==> src/sv/crdc_ram.sv <==
// Generic simple dual-port RAM with registered read data.
`default_nettype none

module crdc_ram #(
    parameter int WIDTH = 8,
    parameter int DEPTH = 16
) (
    input  wire logic                     clk,
    input  wire logic                     we,
    input  wire logic [$clog2(DEPTH)-1:0] waddr,
    input  wire logic [WIDTH-1:0]         wdata,
    input  wire logic                     re,
    input  wire logic [$clog2(DEPTH)-1:0] raddr,
    output logic      [WIDTH-1:0]         rdata
);
    logic [WIDTH-1:0] mem [DEPTH];
    logic [WIDTH-1:0] rdata_reg;

    // Write port and registered read port
    always_ff @(posedge clk)
    begin
        if (we)
        begin
            mem[waddr] <= wdata;
        end
        if (re)
        begin
            rdata_reg <= mem[raddr];
        end
    end

    assign rdata = rdata_reg;

endmodule

`default_nettype wire

==> config.mk <==
export PLATFORM = sky130hd
export DESIGN_NAME = crdc_ram
export DESIGN_NICKNAME = d
export VERILOG_FILES = /design/src/sv/crdc_ram.sv
export SDC_FILE = /design/constraint.sdc
export NUM_CORES = 1
export LEC_CHECK = 0
export BUFFER_PORTS_ARGS = -buffer_cell sky130_fd_sc_hd__buf_4
export CAP_MARGIN = 5
export CELL_PAD_IN_SITES_DETAIL_PLACEMENT = 0
export CELL_PAD_IN_SITES_GLOBAL_PLACEMENT = 1
export CORE_MARGIN = 4
export CORE_UTILIZATION = 45
export CTS_CLUSTER_DIAMETER = 120
export DETAILED_ROUTE_END_ITERATION = 6
export PLACE_DENSITY_LB_ADDON = 0.1
export SLEW_MARGIN = 0
export SYNTH_ARGS = -nofsm -noshare
export SYNTH_HDL_FRONTEND = slang
export SYNTH_SLANG_ARGS = --single-unit
==> constraint.sdc <==
create_clock -name clk -period 1.8 [get_ports clk]
set_input_delay 0.27 -clock clk [delete_from_list [all_inputs] [get_ports clk]]
set_output_delay 0.27 -clock clk [all_outputs]
set_load 0.02 [all_outputs]
==> run metrics, run 1 <==
outcome complete, no violations; clock power share 0.456; Power Density 1150 mW/mm2; largest family of logic cells by synthesized area multiplexers; Crit. End Element register; vias in the first global route ~2.5k; Rows 39; fmax 0.662 GHz; CP max stage cell mux4_2; Worst Path Buf+Inv 0; dominant delay contributor by cell family on the critical path multiplexers; FILL cells 879; IO buf count 26; clk_lat worst skew between 0.4 and 0.5 ns; Synth Flop Type edfxtp_1; Yosys reg bits about 140; final hold vios 0; cts bufs inserted 17; CTS root buf clkbuf_16; Post-Place Worst Slack -0.0644 ns; sequential power share 0.493; Final Cycle Share 0.840; number of routed nets with antenna violations 0; Final min period about 1.5 ns; Pint between 5000 and 6000 uW; # hold bufs at CTS 0; H-tree depth 4; largest cells by area after synthesis edfxtp_1, mux4_2, mux4_1; CP Max Fanout 1; post-synthesis compound-gate area fraction 0.0230; Vias/cell ~5.4; post-synth top area cell edfxtp_1; Max stage delay on crit path 0.48 ns; Area growth syn-to-layout 20.8%; Syn Std Cell Area 0.00523 mm2; post-CTS setup buffers 0; final setup vio count 0; Syn Nets about 250; Critical Path AT 1.65 ns; Die X about 120 um; Syn Inst Count ~230; total power approximately 7300 uW; post-synthesis adder-cell area fraction 0; nets 309; maximum VDD drop ~0.55 mV; CP Class register to register; full die area 0.0134 mm2; top-count cell post-synth edfxtp_1; critical path cell sequence mux4_2, a22oi_1, nand2_1; Post-CTS Resized 0; post-synthesis mux area share 0.148; die extent in y 116 um; Simple-Gate Fraction of Synth Area 0.0314; 1st-iter DRT viols 185; synth cell count leaders edfxtp_1, mux4_2, a22oi_1; # DRC 0; hpwl dp roughly 6.6 mm; largest net degree at the start of global routing 18; Core Util, Final 0.553; Sink Count about 140; Clock Skew a little under 0.004 ns; Max-Cap Viols 0; r2r setup slk roughly 0.29 ns; GPL Wtd Cong ~0.7; CORE AREA between 0.01 and 0.015 mm2; max reg flops around 130; IO Pins 27; post-route insts no fill 446; Async SR Flop Fraction 0; Synthesis Warnings 0; hold crit path type input port to register; Clock Pin Slew Worst Setup and Hold Paths about 0.060 ns; CTS tree built; max_slew headroom 0.733; drt wl/cell roughly 22 um; total iterations of the first detailed-routing run 4; initial antenna violation count 0; sequential fraction of the synthesis area 0.781; number of synthesized flops with an enable pin 136; RSZ-0062 raised after global routing no; Worst Max-Slew Pin Slew ~0.4 ns; total wire length roughly 9.9 mm; Placement Cell Area roughly 0.0057 mm2; share of the synthesized area in the top cell type 0.781; syn_area_per_cell between 20 and 25 um2; Vias between 2k and 2.5k; Gate power share 0.051; Final Slew Violations 0; Post-Synth XOR/XNOR Area 0; final worst slack between 0.2 and 0.3 ns; Clock Path Buffers 2; Antenna Cells 0; Leak Pwr approximately 0.0021 uW; initial core utilization 0.458; P_sw about 1500 uW; first-pass GRT wire length ~15 mm; DP Cell Count about 410; switching share of total power 0.207; GRT Total Usage 0.163; final global-route overflow total 0; Worst setup SP type register; fraction of layout cells with a size suffix above 1 0.337; post-route cell area 0.00632 mm2; synth unique cells 18; Worst Path Required 1.94 ns
## routing by layer
metal / up-vias / GRT usage / wire [um]
met4: 0 / 0.0626 / 56
met1: 1234 / 0.226 / 4310
met2: 67 / 0.249 / 4890
met3: 5 / 0.0465 / 600
met5: - / 0 / 0
li1: 1107 / - / -
## kinds of logic (layout without fill, tap and decap cells)
logic type             after synthesis  count (layout)
AO/OA/AOI/OAI                       16              16
flip-flops                         136             136
multiplexers                        32              32
buffers and inverters               10              84
AND/OR/NAND/NOR                     35              35
## power by group through the flow
| stage | clock, uW | combinational (uW) | sequential [uW] |
|---|---|---|---|
| floorplan | 0 | 180 | 3670 |
| global placement | 0 | 376 | 3650 |
| detailed placement | 0 | 379 | 3650 |
| CTS | 3390 | 379 | 3590 |
| global route | 3540 | 401 | 3590 |
| finish | 3320 | 368 | 3590 |
## per-stage QoR
step	hold WS [ns]	setup TNS (ns)
after floorplan	0.369	0
after global placement	0.575	-0.141
after detailed placement	0.585	-0.133
after CTS	0.147	0
after global routing	0.155	0
final	0.159	0
## layout make-up
| type | count | area (um2) | area share |
|---|---|---|---|
| sequential | 136 | 4080 | 0.647 |
| multi-input combinational | 83 | 1060 | 0.167 |
| clock buffer | 17 | 425 | 0.0674 |
| timing repair buffer | 52 | 415 | 0.0658 |
| tap | 143 | 179 | 0.0283 |
| clock inverter | 15 | 155 | 0.0246 |
## worst paths after layout
kind,depth (start not counted),from,to
max,3,mem[3][7],rdata[7]
min reg2reg,3,mem[12][0],rdata[0]
min,1,wdata[5],mem[6][5]
max reg2reg,3,mem[3][7],rdata[7]
## placed cells by master (no fill, tap or decap), drive strengths merged
| cell type | synthesis | final |
|---|---|---|
| nor2b | 1 | 1 |
| buf | 7 | 52 |
| nand3 | 1 | 1 |
| a22oi | 16 | 16 |
| and2 | 1 | 1 |
| nand3b | 2 | 2 |
| bufinv | 0 | 2 |
| and2b | 1 | 1 |
| nor3 | 4 | 4 |
| clkinvlp | 0 | 5 |
| edfxtp | 136 | 136 |
| nand2 | 9 | 9 |
| nand2b | 2 | 2 |
| mux4 | 32 | 32 |
| nor2 | 13 | 13 |
| or3b | 1 | 1 |
| clkbuf | 0 | 17 |
| clkinv | 0 | 7 |
| inv | 0 | 1 |
Note: power is estimated with default switching activity, not from simulation.
==> run 2: changes to the inputs <==
Clock period 1.8 ns to 1.45 ns, I/O delays scaled along.
==> run 2 against run 1 <==
Effect of this change:
- global-route usage rose by 0.62 points
- sequential share of layout area fell by 1.3 points
- combinational power rose by 36%
- fmax rose by 5.6%
- total power rose by 31%
- worst hold slack got worse by 0.042 ns
- routed wire length rose by 3.7%
- critical path type unchanged
- critical endpoint is now rdata[6]
==> run metrics, run 2 (synthesis gave the netlist of run 1 again) <==
CTS root buf clkbuf_16; Final Cycle Share 0.987 (+0.147); Clock Skew 0.00533 ns (+0.00147 ns); CTS tree built; CORE AREA 0.0114 mm2 (unchanged); clock power share 0.480 (+0.024); total iterations of the first detailed-routing run 5 (+1); multi-input logic area 0.00106 mm2 (+0.36%); post-CTS setup buffers 0 (unchanged); H-tree depth 4 (unchanged); Hold Slack 0.117 ns (-0.0419 ns); Vias 2472 (+2.4%); Worst setup SP type register; fraction of layout cells with a size suffix above 1 0.398 (+0.0614); Power Density 1480 mW/mm2 (+28%); Vias/cell 5.47 (+1.1%); cts bufs inserted 17 (unchanged); Worst Path Required 1.60 ns (-0.34 ns); Crit. End Element register; drt wl/cell 22.6 um (+2.3%); GPL Wtd Cong 0.712 (+0.17%); Die X 116 um (unchanged); Final Slew Violations 0 (unchanged); maximum VDD drop 0.866 mV (+58%); final setup vio count 0 (unchanged); Core Util, Final 0.565 (+0.0117); 1st-iter DRT viols 182 (-1.6%); final hold vios 0 (unchanged); GRT Total Usage 0.170 (+0.00616); Critical Path AT 1.58 ns (-0.07 ns); IO Pins 27 (unchanged); nets 316 (+2.3%); Max-Cap Viols 0 (unchanged); max_slew headroom 0.397 (-0.336); Leak Pwr 0.00218 uW (+1.8%); Sink Count 136 (unchanged); Final min period 1.43 ns (-0.0808 ns); fmax 0.699 GHz (+5.6%); die extent in y 116 um (unchanged); Area growth syn-to-layout 23.4%; switching share of total power 0.193 (-0.0138); CP Class register to register; IO buf count 26 (unchanged); initial antenna violation count 0 (unchanged); hpwl dp 6.61 mm (-0.30%); # hold bufs at CTS 0 (unchanged); Storage cell area 0.00408 mm2 (unchanged); # DRC 0 (unchanged); total wire length 10.2 mm (+3.7%); first-pass GRT wire length 15.8 mm (+4.8%); Clock Pin Slew Worst Setup and Hold Paths 0.06 ns (about the same); FILL cells 870 (-1.0%); initial core utilization 0.458 (unchanged); hold crit path type input port to register; Worst Max-Slew Pin Slew 0.901 ns (+0.501 ns); Antenna Cells 0 (unchanged); Clock Path Buffers 2 (unchanged); outcome complete, no violations; most frequent cells in the layout edfxtp_1, buf_4, mux4_2; P_sw 1840 uW (+22%); sequential power share 0.467 (-0.026); RSZ-0062 raised after global routing yes; Gate power share 0.053 (+0.002); CP Max Fanout 1 (unchanged); clk_lat worst skew 0.41 ns (about the same); Pint 7700 uW (+33%); vias in the first global route 2584 (+3.9%); number of routed nets with antenna violations 0 (unchanged); most common cell after layout, fill and taps aside edfxtp_1; max reg flops 128 (unchanged); Rows 39 (unchanged); largest net degree at the start of global routing 17 (-1); full die area 0.0134 mm2 (unchanged); final global-route overflow total 0 (unchanged)
run 2: changes by cell type in the layout (fill, tap and decap cells not counted), moves of 2 or more:
cell / previous run / this run
buf_4: 50 / 55
bufinv_16: 2 / 5
buf_12: 2 / 4
clkinvlp_4: 5 / 2
a22oi_2: 0 / 6
mux4_2: 18 / 27
mux4_1: 14 / 5
a22oi_1: 16 / 10
run 2: timing repair:
| action | in CTS | in global routing |
|---|---|---|
| setup endpoints to repair | 6 | 4 |
| pin swaps | 0 | 2 |
| resized for setup | 8 | 1 |
run 2: stage by stage:
step | setup TNS, ns | power [uW] | cell area, um2 | cells | worst slack, ns
2_1_floorplan | -1.04 | 4790 | 5220 | 229 | -0.0336
3_3_place_gp | -3.75 | 5030 | 5790 | 421 | -0.344
3_5_place_dp | -4.14 | 5030 | 5790 | 421 | -0.357
4_1_cts | 0 | 9610 | 6450 | 452 | 0.00180
5_1_grt | -0.0707 | 9840 | 6450 | 452 | -0.0291
6_report | 0 | 9530 | 6450 | 452 | 0.0195
run 2: cell type report:
| type | count | area share |
|---|---|---|
| clock inverter | 13 | 0.0316 |
| timing repair buffer | 59 | 0.0764 |
| multi-input combinational | 83 | 0.165 |
| tap | 143 | 0.0277 |
| clock buffer | 18 | 0.0665 |
| sequential | 136 | 0.633 |
run 2: critical path: stages, from the launching register on:
cell,delay [ns]
edfxtp_1,0.36
mux4_2,0.48
a22oi_2,0.23
nand2_2,0.11
run 2: power groups by stage:
stage	Combinational, uW	Sequential [uW]	Clock [uW]
after global routing	543	4460	4840
after global placement	494	4530	0
after CTS	512	4450	4650
after floorplan	232	4550	0
final	502	4450	4580
after detailed placement	498	4540	0
run 2: worst paths after layout:
kind | start | endpoint | slack (ns) | depth (start not counted)
max | mem[2][6] | rdata[6] | 0.02 | 3
min | wdata[5] | mem[5][5] | 0.12 | 1
min reg2reg | mem[12][1] | rdata[1] | 0.75 | 3
max reg2reg | mem[2][6] | rdata[6] | 0.02 | 3
run 2: per-layer routing:
layer / GRT usage / part of all wire / up-vias
met5: 0 / 0 / -
met4: 0.0557 / 0.012 / 0
met3: 0.0496 / 0.038 / 11
met2: 0.257 / 0.49 / 56
met1: 0.239 / 0.46 / 1296
li1: - / - / 1109
